### config.mk
export PLATFORM = sky130hd
export DESIGN_NAME = signed_int_to_decimal_ascii_core
export DESIGN_NICKNAME = d
export VERILOG_FILES = /design/src/sitda_pkg.sv /design/src/sitda_ctrl.sv /design/src/sitda_dp.sv /design/src/signed_int_to_decimal_ascii_core.sv
export VERILOG_INCLUDE_DIRS = /design/src /design/src/src
export SDC_FILE = /design/constraint.sdc
export NUM_CORES = 1
export LEC_CHECK = 0
export ABC_AREA = 1
export ABC_CLOCK_PERIOD_IN_PS = 16800
export BUFFER_PORTS_ARGS = -buffer_cell sky130_fd_sc_hd__buf_2
export CORE_UTILIZATION = 35
export CTS_CLUSTER_SIZE = 20
export DETAILED_ROUTE_END_ITERATION = 8
export HOLD_SLACK_MARGIN = 0.1
export PLACE_DENSITY_LB_ADDON = 0.3
export SETUP_SLACK_MARGIN = 0.3
export SLEW_MARGIN = 10
export SYNTH_ARGS = -nofsm -noshare
export SYNTH_HDL_FRONTEND = slang
export SYNTH_SLANG_ARGS = --single-unit
### constraint.sdc
create_clock -name clk -period 16.8 [get_ports clk]
set_clock_uncertainty 0.05 [all_clocks]
set_input_delay 1.68 -clock clk [delete_from_list [all_inputs] [get_ports clk]]
set_output_delay 1.68 -clock clk [all_outputs]
set_load 0.03 [all_outputs]
### src/assert_macros.svh
// assertion macros used by the top-level rtl file
// no dependencies; compiled out when SYNTH is defined
`ifndef ASSERT_MACROS_SVH
`define ASSERT_MACROS_SVH

`ifndef SYNTH

// same-cycle implication, checked on the rising clock edge outside reset
`define CHK_SAME(label, clk, rst_n, ante, cons, msg) \
	label: assert property (@(posedge clk) disable iff (!(rst_n)) (ante) |-> (cons)) \
		else $error(msg);

// next-cycle implication, checked on the rising clock edge outside reset
`define CHK_NEXT(label, clk, rst_n, ante, cons, msg) \
	label: assert property (@(posedge clk) disable iff (!(rst_n)) (ante) |=> (cons)) \
		else $error(msg);

`else

`define CHK_SAME(label, clk, rst_n, ante, cons, msg)
`define CHK_NEXT(label, clk, rst_n, ante, cons, msg)

`endif

`endif

### src/sitda_pkg.sv
// shared types and constants of the signed integer to decimal text block
// no dependencies
package sitda_pkg;

	localparam logic [7:0] CH_MINUS = 8'h2D;
	localparam logic [7:0] CH_ZERO  = 8'h30;
	localparam logic [7:0] CH_TAB   = 8'h09;

	// x / 10 == (x * RECIP_TEN) >> RECIP_SHIFT for every 32-bit x
	localparam logic [31:0] RECIP_TEN   = 32'hCCCC_CCCD;
	localparam int          RECIP_SHIFT = 35;

	localparam int NUM_DIGITS = 10;
	localparam int IDX_W      = $clog2(NUM_DIGITS + 1);

	typedef enum logic [2:0] {
		ST_IDLE,
		ST_MUL,
		ST_REM,
		ST_SIGN,
		ST_DIGIT,
		ST_TAB
	} state_t;

	typedef enum logic [1:0] {
		SEL_MINUS,
		SEL_DIGIT,
		SEL_TAB
	} out_sel_t;

	typedef struct packed {
		logic     load_in;
		logic     mul;
		logic     rem;
		logic     load_out;
		out_sel_t sel;
	} cmd_t;

	typedef struct packed {
		logic neg;
		logic q_zero;
		logic last_digit;
		logic out_free;
	} status_t;

endpackage

### src/sitda_ctrl.sv
// controller state machine: sequences digit extraction and byte output
// depends on sitda_pkg
module sitda_ctrl
	import sitda_pkg::*;
(
	input  logic    clk,
	input  logic    arst_n,
	input  logic    in_valid,
	output logic    in_stall,
	input  status_t status,
	output cmd_t    cmd
);

	state_t state_q;
	state_t state_d;

	always_ff @(posedge clk or negedge arst_n) begin
		if (!arst_n) begin
			state_q <= ST_IDLE;
		end else begin
			state_q <= state_d;
		end
	end

	always_comb begin
		state_d = state_q;
		case (state_q)
			ST_IDLE: begin
				if (in_valid) state_d = ST_MUL;
			end
			ST_MUL: begin
				state_d = ST_REM;
			end
			ST_REM: begin
				if (!status.q_zero) state_d = ST_MUL;
				else if (status.neg) state_d = ST_SIGN;
				else state_d = ST_DIGIT;
			end
			ST_SIGN: begin
				if (status.out_free) state_d = ST_DIGIT;
			end
			ST_DIGIT: begin
				if (status.out_free && status.last_digit) state_d = ST_TAB;
			end
			ST_TAB: begin
				if (status.out_free) state_d = ST_IDLE;
			end
			default: begin
				state_d = ST_IDLE;
			end
		endcase
	end

	always_comb begin
		cmd      = '0;
		cmd.sel  = SEL_TAB;
		in_stall = 1'b1;
		case (state_q)
			ST_IDLE: begin
				in_stall    = 1'b0;
				cmd.load_in = in_valid;
			end
			ST_MUL: begin
				cmd.mul = 1'b1;
			end
			ST_REM: begin
				cmd.rem = 1'b1;
			end
			ST_SIGN: begin
				cmd.load_out = status.out_free;
				cmd.sel      = SEL_MINUS;
			end
			ST_DIGIT: begin
				cmd.load_out = status.out_free;
				cmd.sel      = SEL_DIGIT;
			end
			ST_TAB: begin
				cmd.load_out = status.out_free;
				cmd.sel      = SEL_TAB;
			end
			default: begin
				in_stall = 1'b1;
			end
		endcase
	end

endmodule

### src/sitda_dp.sv
// datapath: magnitude, divide-by-ten step, digit store and output register
// depends on sitda_pkg
module sitda_dp
	import sitda_pkg::*;
(
	input  logic               clk,
	input  logic               arst_n,
	input  logic signed [31:0] value,
	input  cmd_t               cmd,
	output status_t            status,
	output logic               out_valid,
	input  logic               out_stall,
	output logic        [7:0]  character,
	output logic               last
);

	logic [31:0]      mag_q;
	logic             neg_q;
	logic [63:0]      prod_q;
	logic [3:0]       digits_q [NUM_DIGITS];
	logic [IDX_W-1:0] idx_q;
	logic             out_valid_q;
	logic [7:0]       char_q;
	logic             last_q;

	logic [31:0]      quot;
	logic [31:0]      quot_x10;
	logic [31:0]      rem_full;
	logic [IDX_W-1:0] idx_m1;
	logic [7:0]       char_d;

	// quotient from the registered reciprocal product, remainder by shift-add
	assign quot     = 32'(prod_q[63:RECIP_SHIFT]);
	assign quot_x10 = {quot[28:0], 3'b000} + {quot[30:0], 1'b0};
	assign rem_full = mag_q - quot_x10;
	assign idx_m1   = idx_q - IDX_W'(1);

	always_comb begin
		case (cmd.sel)
			SEL_MINUS: char_d = CH_MINUS;
			SEL_DIGIT: char_d = CH_ZERO + {4'b0000, digits_q[idx_m1]};
			SEL_TAB:   char_d = CH_TAB;
			default:   char_d = CH_TAB;
		endcase
	end

	always_ff @(posedge clk) begin
		if (cmd.load_in) begin
			neg_q <= value[31];
			mag_q <= value[31] ? (32'd0 - 32'(value)) : 32'(value);
		end else if (cmd.rem) begin
			mag_q <= quot;
		end
		if (cmd.mul) begin
			prod_q <= 64'(mag_q) * 64'(RECIP_TEN);
		end
		if (cmd.rem) begin
			digits_q[idx_q] <= rem_full[3:0];
		end
		if (cmd.load_out) begin
			char_q <= char_d;
			last_q <= (cmd.sel == SEL_TAB);
		end
	end

	always_ff @(posedge clk or negedge arst_n) begin
		if (!arst_n) begin
			idx_q       <= '0;
			out_valid_q <= 1'b0;
		end else begin
			if (cmd.load_in) begin
				idx_q <= '0;
			end else if (cmd.rem) begin
				idx_q <= idx_q + IDX_W'(1);
			end else if (cmd.load_out && cmd.sel == SEL_DIGIT) begin
				idx_q <= idx_m1;
			end
			if (cmd.load_out) begin
				out_valid_q <= 1'b1;
			end else if (!out_stall) begin
				out_valid_q <= 1'b0;
			end
		end
	end

	assign status.neg        = neg_q;
	assign status.q_zero     = (quot == 32'd0);
	assign status.last_digit = (idx_q == IDX_W'(1));
	assign status.out_free   = !out_valid_q || !out_stall;

	assign out_valid = out_valid_q;
	assign character = char_q;
	assign last      = last_q;

endmodule

### src/signed_int_to_decimal_ascii_core.sv
// top level: signed 32-bit integer to decimal ascii text with tab terminator
// depends on sitda_pkg, sitda_ctrl, sitda_dp and assert_macros.svh
//
// channel  dir  handshake            payload
// input    in   in_valid/in_stall    value (32-bit signed)
// output   out  out_valid/out_stall  character (8), last (1)
//
// one word in gives 2 to 12 words out: optional '-', digits msb first, tab with last
// steps per word: accept, then a reciprocal multiply and a remainder step per decimal digit,
// then each output byte loaded in turn, waiting while the output stalls
// the divide-by-ten loop and the single output register set the rate
// arst_n clears the state machine, digit index and output valid; nothing else is kept
// a stalled output holds the byte; the next word is taken while the tab still waits
`include "assert_macros.svh"

module signed_int_to_decimal_ascii_core
	import sitda_pkg::*;
(
	input  logic               clk,
	input  logic               arst_n,
	input  logic               in_valid,
	output logic               in_stall,
	input  logic signed [31:0] value,
	output logic               out_valid,
	input  logic               out_stall,
	output logic        [7:0]  character,
	output logic               last
);

	cmd_t    cmd;
	status_t status;

	// controller: decides when to load, divide, and push a byte
	sitda_ctrl u_ctrl (
		.clk      (clk),
		.arst_n   (arst_n),
		.in_valid (in_valid),
		.in_stall (in_stall),
		.status   (status),
		.cmd      (cmd)
	);

	// datapath: magnitude, digit store and registered output byte
	sitda_dp u_dp (
		.clk       (clk),
		.arst_n    (arst_n),
		.value     (value),
		.cmd       (cmd),
		.status    (status),
		.out_valid (out_valid),
		.out_stall (out_stall),
		.character (character),
		.last      (last)
	);

	// an accepted word keeps the input side busy in the next cycle
	`CHK_NEXT(a_busy_after_accept, clk, arst_n, in_valid && !in_stall, in_stall,
		"input accepted again right after accept")

	// the terminator byte and the last flag go together
	`CHK_SAME(a_last_is_tab, clk, arst_n, out_valid && last, character == CH_TAB,
		"last byte is not a tab")
	`CHK_SAME(a_tab_is_last, clk, arst_n, out_valid && !last, character != CH_TAB,
		"tab byte without last")

	// a byte is never loaded while the controller still divides
	`CHK_SAME(a_no_load_in_divide, clk, arst_n, cmd.mul || cmd.rem, !cmd.load_out,
		"output loaded during digit extraction")

endmodule

Yosys cells after proc, flatten, opt, wreduce, memory -nomap -nowiden
Memories as Yosys holds them, arrays and structs flattened.
Index checks and enable logic that the tools add are counted.
Storage, ports and cells
  output and inout bits: 11
  word-level logic and storage cells: 63
  bits in writable memories: 40
  flip-flop bits (word level): 114
  bits of input ports: 36
  memories kept: 1
Memories
  u_dp.digits_q: words 10, bits a word 4, read ports 1, clocked after Yosys merged registers in 0, write ports 1, line sitda_dp.sv:20  | logic [3:0] digits_q [NUM_DIGITS];
Operators by class
  $mul: 1
  reduce and logical (&&, ||, !) cells: 11
  multiplexer cells: 23
  $add $sub $neg: 6
  equality and inequality tests: 13
Operator list (count)
  $mux 32: 3
  $mul 32x32->64 const B: 1
  $logic_not 32->1: 1
  $sub 1x32->32 const A: 1
  $mux 3: 6
  $pmux 3 s6: 1
  $pmux 8 s2: 1
  $mux 4: 3
  $pmux 3 s3: 1
  $mux 1: 8
  $ne 2x1->1 const B: 4
  $add 6x4->7 const A: 1
  $eq 3x2->1 const B: 2
  $eq 3x3->1 const B: 2
  $add 4x1->4 const B: 1
  $add 4x4->4: 1
  $eq 4x1->1 const B: 1
  $reduce_and 4->1: 1
  $sub 4x1->4 const B: 1
  $sub 4x4->4: 1
  $eq 3x1->1 const B: 1
  $logic_not 3->1: 1
  $reduce_bool 3->1: 1
  $eq 2x1->1 const B: 1
  7 further kinds: 9

Longest topological paths before layout
  depth in word-level cells: 8
  depth in mapped cells: 29
  depth with buffers taken out: 28

Modules after synthesis
A second synthesis with hierarchy kept.
Unflattened totals
  cells, all modules: 2887
  area total of the unflattened synthesis: 24504.8 um2
By module, submodules not included
  sitda_dp: area an instance 24219.5 um2, seq. area each 3398.3 um2, cells each 2837, times used 1
  sitda_ctrl: area an instance 285.3 um2, seq. area each 75.1 um2, cells each 50, times used 1

Worst setup path after synthesis
No wires, ideal clock.
  kind: reg2reg
  start point: register u_dp.mag_q[18]
  end point: register u_dp.prod_q[52], data pin
  arrival time: 5683 ps
  cell stages (with the launch flop): 26
  slack: 10814 ps
  clock period less this slack: 5986 ps
  path buffers: 0
  cells stage by stage: edfxtp_1 > ha_1 > inv_1 > fa_1 > inv_1 > fa_1 > inv_1 > fa_1 > inv_1 > fa_1 > fa_1 > fa_1 > inv_1 > fa_1 > inv_1 > ha_1 > a21oi_1 > nor2_1 > nor2_1 > nand2_1 > a21oi_2 > nor2_1 > nor2_1 > nand2_1 > nand2_1 > nand2_1
On the way
  longest elaborated chain between the ends: 1
Ends and longest elaborated chain
  start: declaration: line sitda_dp.sv:17  | logic [31:0] mag_q;
  start signal: assignment: line sitda_dp.sv:50  | mag_q <= value[31] ? (32'd0 - 32'(value)) : 32'(value);
  start signal: assignment: line sitda_dp.sv:52  | mag_q <= quot;
  $mul 32x32->64: line sitda_dp.sv:55  | prod_q <= 64'(mag_q) * 64'(RECIP_TEN);
  end signal: assignment: line sitda_dp.sv:55
  end: declaration: line sitda_dp.sv:19  | logic [63:0] prod_q;
Every way passes these cells.
A chain may end at the register's enable or synchronous reset.

Final worst setup path
  start point: register u_dp.mag_q[12]
  end point: register u_dp.prod_q[49], data pin
The elaborated chain is that of the path after synthesis.

==> out/metrics.yaml <==
synth:
  ys_seq_area_share_pct: 14.2
  yosysTopAreaCellShare_pct: 31.6
  synth_edf_count: 109
  yosysMostFrequentCell: "inv_1"
  synth_cells: 2868
  synthFlopType: "edfxtp_1"
  synth_top_cell_by_area: "fa_1"
  ys_warn_count: 0
  async_flop_share_pct: 6.84
  ys_ff_latch: 117
  synth_cell_types: 55
  netlist_area_sq_um: 24500
  yosys-top-cells-count: "inv_1, nand2_1, fa_1"
  synth_area_per_cell_sq_um: 8.55
  netlist_top_cells_area: "fa_1, ha_1, edfxtp_1, inv_1, nand2_1"
global_routing:
  grt_pass1_vias: 19100
  met1_usage_pct: 30.1
  grt_usage_pct: 22.5
  grt_max_degree: 49
  antenna_found_initial: 0
  grt_first_pass_wirelength_microns: 117000
  grt-busiest-layer: "met2"
  use_met2_pct: 36.7
  grt_overflow_total: 0
  grt_use_met3_pct: 2.75
timing:
  slew_violations: 0
  setup_tns_ns: 0
  fmax_ghz: 0.144
  whs_ns: 0.475
  rsz0062_at_grt: "no"
  finalHoldViolCount: 0
  maxSlewHeadroom_pct: 32.1
  min_period_ns: 6.96
  finalSetupViolCount: 0
  worst_pin_slew_ns: 1.01
  period_share_pct: 41.5
routing:
  num_vias: 18300
  wl_per_cell_microns: 19.6
  firstDrtPassIters: 5
  first_iter_violations: 1404
  antenna_left: 0
  routed_wl_microns: 75500
  drc: 0
  vias_per_cell: 4.74
final_layout:
  postLayoutCoreUtil_pct: 38.3
  syn_to_final_growth_pct: 7.72
  drive_gt1_share_pct: 5.85
  fin_nets: 3691
floorplan:
  start_util_pct: 35.6
  core_area_sq_um: 68900
  die_x_microns: 267
  ios: 47
  die_h_microns: 267
  rows: 96
  die-area_sq_um: 71200
clocking:
  cts_tree: "yes"
  cts_resized: 0
  cts.clk_slew.worst_paths_ns: 0.06
  h-tree-depth: 4
  clock-sinks: 117
  clockBufferDepth: 2
  cts_setup_buffers: 0
  cts-buffers-inserted: 17
  insertion_delay_ns: 0.49
  ctsHoldBuffers: 0
  cts-root-buf: "clkbuf_16"
critical_path:
  crit_arrival_ns: 7.15
  start_kind: "flip-flop"
  path_max_fanout: 5
  slowest_stage: "edfxtp_1"
  cp_top_family: "adder cells"
  criticalPathCategory: "reg -> reg"
  worst_setup_path_end_kind: "flip-flop"
  path_buf_inv: 4
  cp-startpoint: "u_dp.mag_q[12]"
  cp.required_ns: 16.98
  timing.rr.start: "u_dp.mag_q[12]"
  slowest_delay_ns: 0.70
  critPathMostFrequentCell: "fa_1"
  crit_chain: "ha_1 -> inv_1 -> fa_1 -> inv_1 -> fa_1 -> inv_1 -> fa_1 -> inv_1 -> fa_1 -> fa_1 -> fa_1 -> fa_1 -> ha_1 -> nand2_1 -> nor2_1 -> nand2_1 -> nor3_2 -> o21ai_1 -> nand4_1 -> nand2_1"
placed_design:
  dp_hpwl_microns: 66700
  place.gp.congestion: 1.02
  portBuffers: 44
run_status:
  status: "finished clean"
hold_path:
  hp-class: "reg -> reg"
  hold_path_startpoint: "u_dp.neg_q"
flow_run:
  cap_violations: 0
==> sequential cells by signal, summed over array words and instances, names as in the netlist <==
signal / count
u_dp.digits_q: 40
u_dp.mag_q: 32
u_dp.prod_q: 29
u_dp.character: 6
u_dp.idx_q: 4
u_ctrl.state_q: 3
u_dp.last: 1
u_dp.neg_q: 1
u_dp.out_valid: 1
==> kinds of logic (layout without fill, tap and decap cells) <==
family	after synthesis	in the layout	synth area share, %
other	1	4	0.0153
xor gates and xnor gates	68	68	2.50
and+or+nand+nor	900	900	15.8
adders and majority gates	744	744	49.8
buffers and inverters	822	877	12.7
AOI/OAI and AO/OA	216	216	4.99
DFF	117	117	14.2
==> stage by stage <==
| step | cells | area [sq um] | setup WS, ns |
|---|---|---|---|
| global route | 3855 | 26400 | 9.46 |
| finish | 3857 | 26400 | 9.84 |
| floorplan | 2869 | 24500 | 10.81 |
| detailed placement | 3823 | 25800 | 9.83 |
| global placement | 3823 | 25800 | 9.90 |
| CTS | 3855 | 26400 | 9.82 |
==> worst reg2reg max path: cells and delay by family, from the launching register on <==
kind            cells  cell delay, ns
compound gates      1            0.17
fa+ha+maj           9            4.40
buf+inv             4            0.37
flops               1            0.70
simple gates        6            1.03
==> layer usage <==
layer | share of wire (%) | wire [microns] | vias to the layer above
met5 | 0 | 0 | -
met1 | 44 | 33500 | 8818
met2 | 46 | 34500 | 538
li1 | - | - | 8810
met3 | 5.0 | 3750 | 130
met4 | 4.9 | 3710 | 0
==> layout make-up <==
type	instances	area, sq um
Antenna cell	2	5.00
Clock buffer	17	425
Clock inverter	15	179
Fill cell	7200	42500
Inverter	800	3000
Multi-Input combinational cell	1930	17900
Sequential cell	117	3470
Tap cell	931	1160
Timing Repair Buffer	45	228
==> cell usage in the layout (no fill, tap or decap), types with 5 or more instances in the layout <==
| cell | instances |
|---|---|
| o21bai_1 | 12 |
| o21ai_0 | 57 |
| nor3_2 | 10 |
| ha_1 | 357 |
| nand2_2 | 5 |
| nand2_1 | 554 |
| inv_6 | 7 |
| o211ai_1 | 5 |
| nor2_2 | 18 |
| or2_2 | 7 |
| nor2_1 | 153 |
| nor3_1 | 23 |
| buf_2 | 44 |
| dfrtp_1 | 8 |
| xor2_1 | 50 |
| nand3_1 | 87 |
| inv_2 | 31 |
| a21o_1 | 12 |
| o21ai_1 | 12 |
| xnor2_1 | 17 |
| fa_1 | 387 |
| a21oi_1 | 99 |
| nor2_4 | 9 |
| clkbuf_16 | 17 |
| inv_1 | 768 |
| edfxtp_1 | 109 |
| nand4_1 | 13 |
==> worst paths after layout <==
| kind | end | slack [ns] | depth (start not counted) |
|---|---|---|---|
| worst max-delay path | u_dp.prod_q[49] | 9.84 | 20 |
| worst min-delay path | u_ctrl.state_q[1] | 0.47 | 2 |
| worst max register to register | u_dp.prod_q[49] | 9.84 | 20 |
| worst min register to register | u_ctrl.state_q[1] | 0.47 | 2 |
| max in group asynchronous | u_dp.idx_q[3] | 15.52 | 1 |
| min in group asynchronous | u_dp.idx_q[1] | 1.00 | 1 |
Power is left out: the tool's default activity adds up to more than one toggle a clock period on the data nets, which glitch-free logic cannot reach.
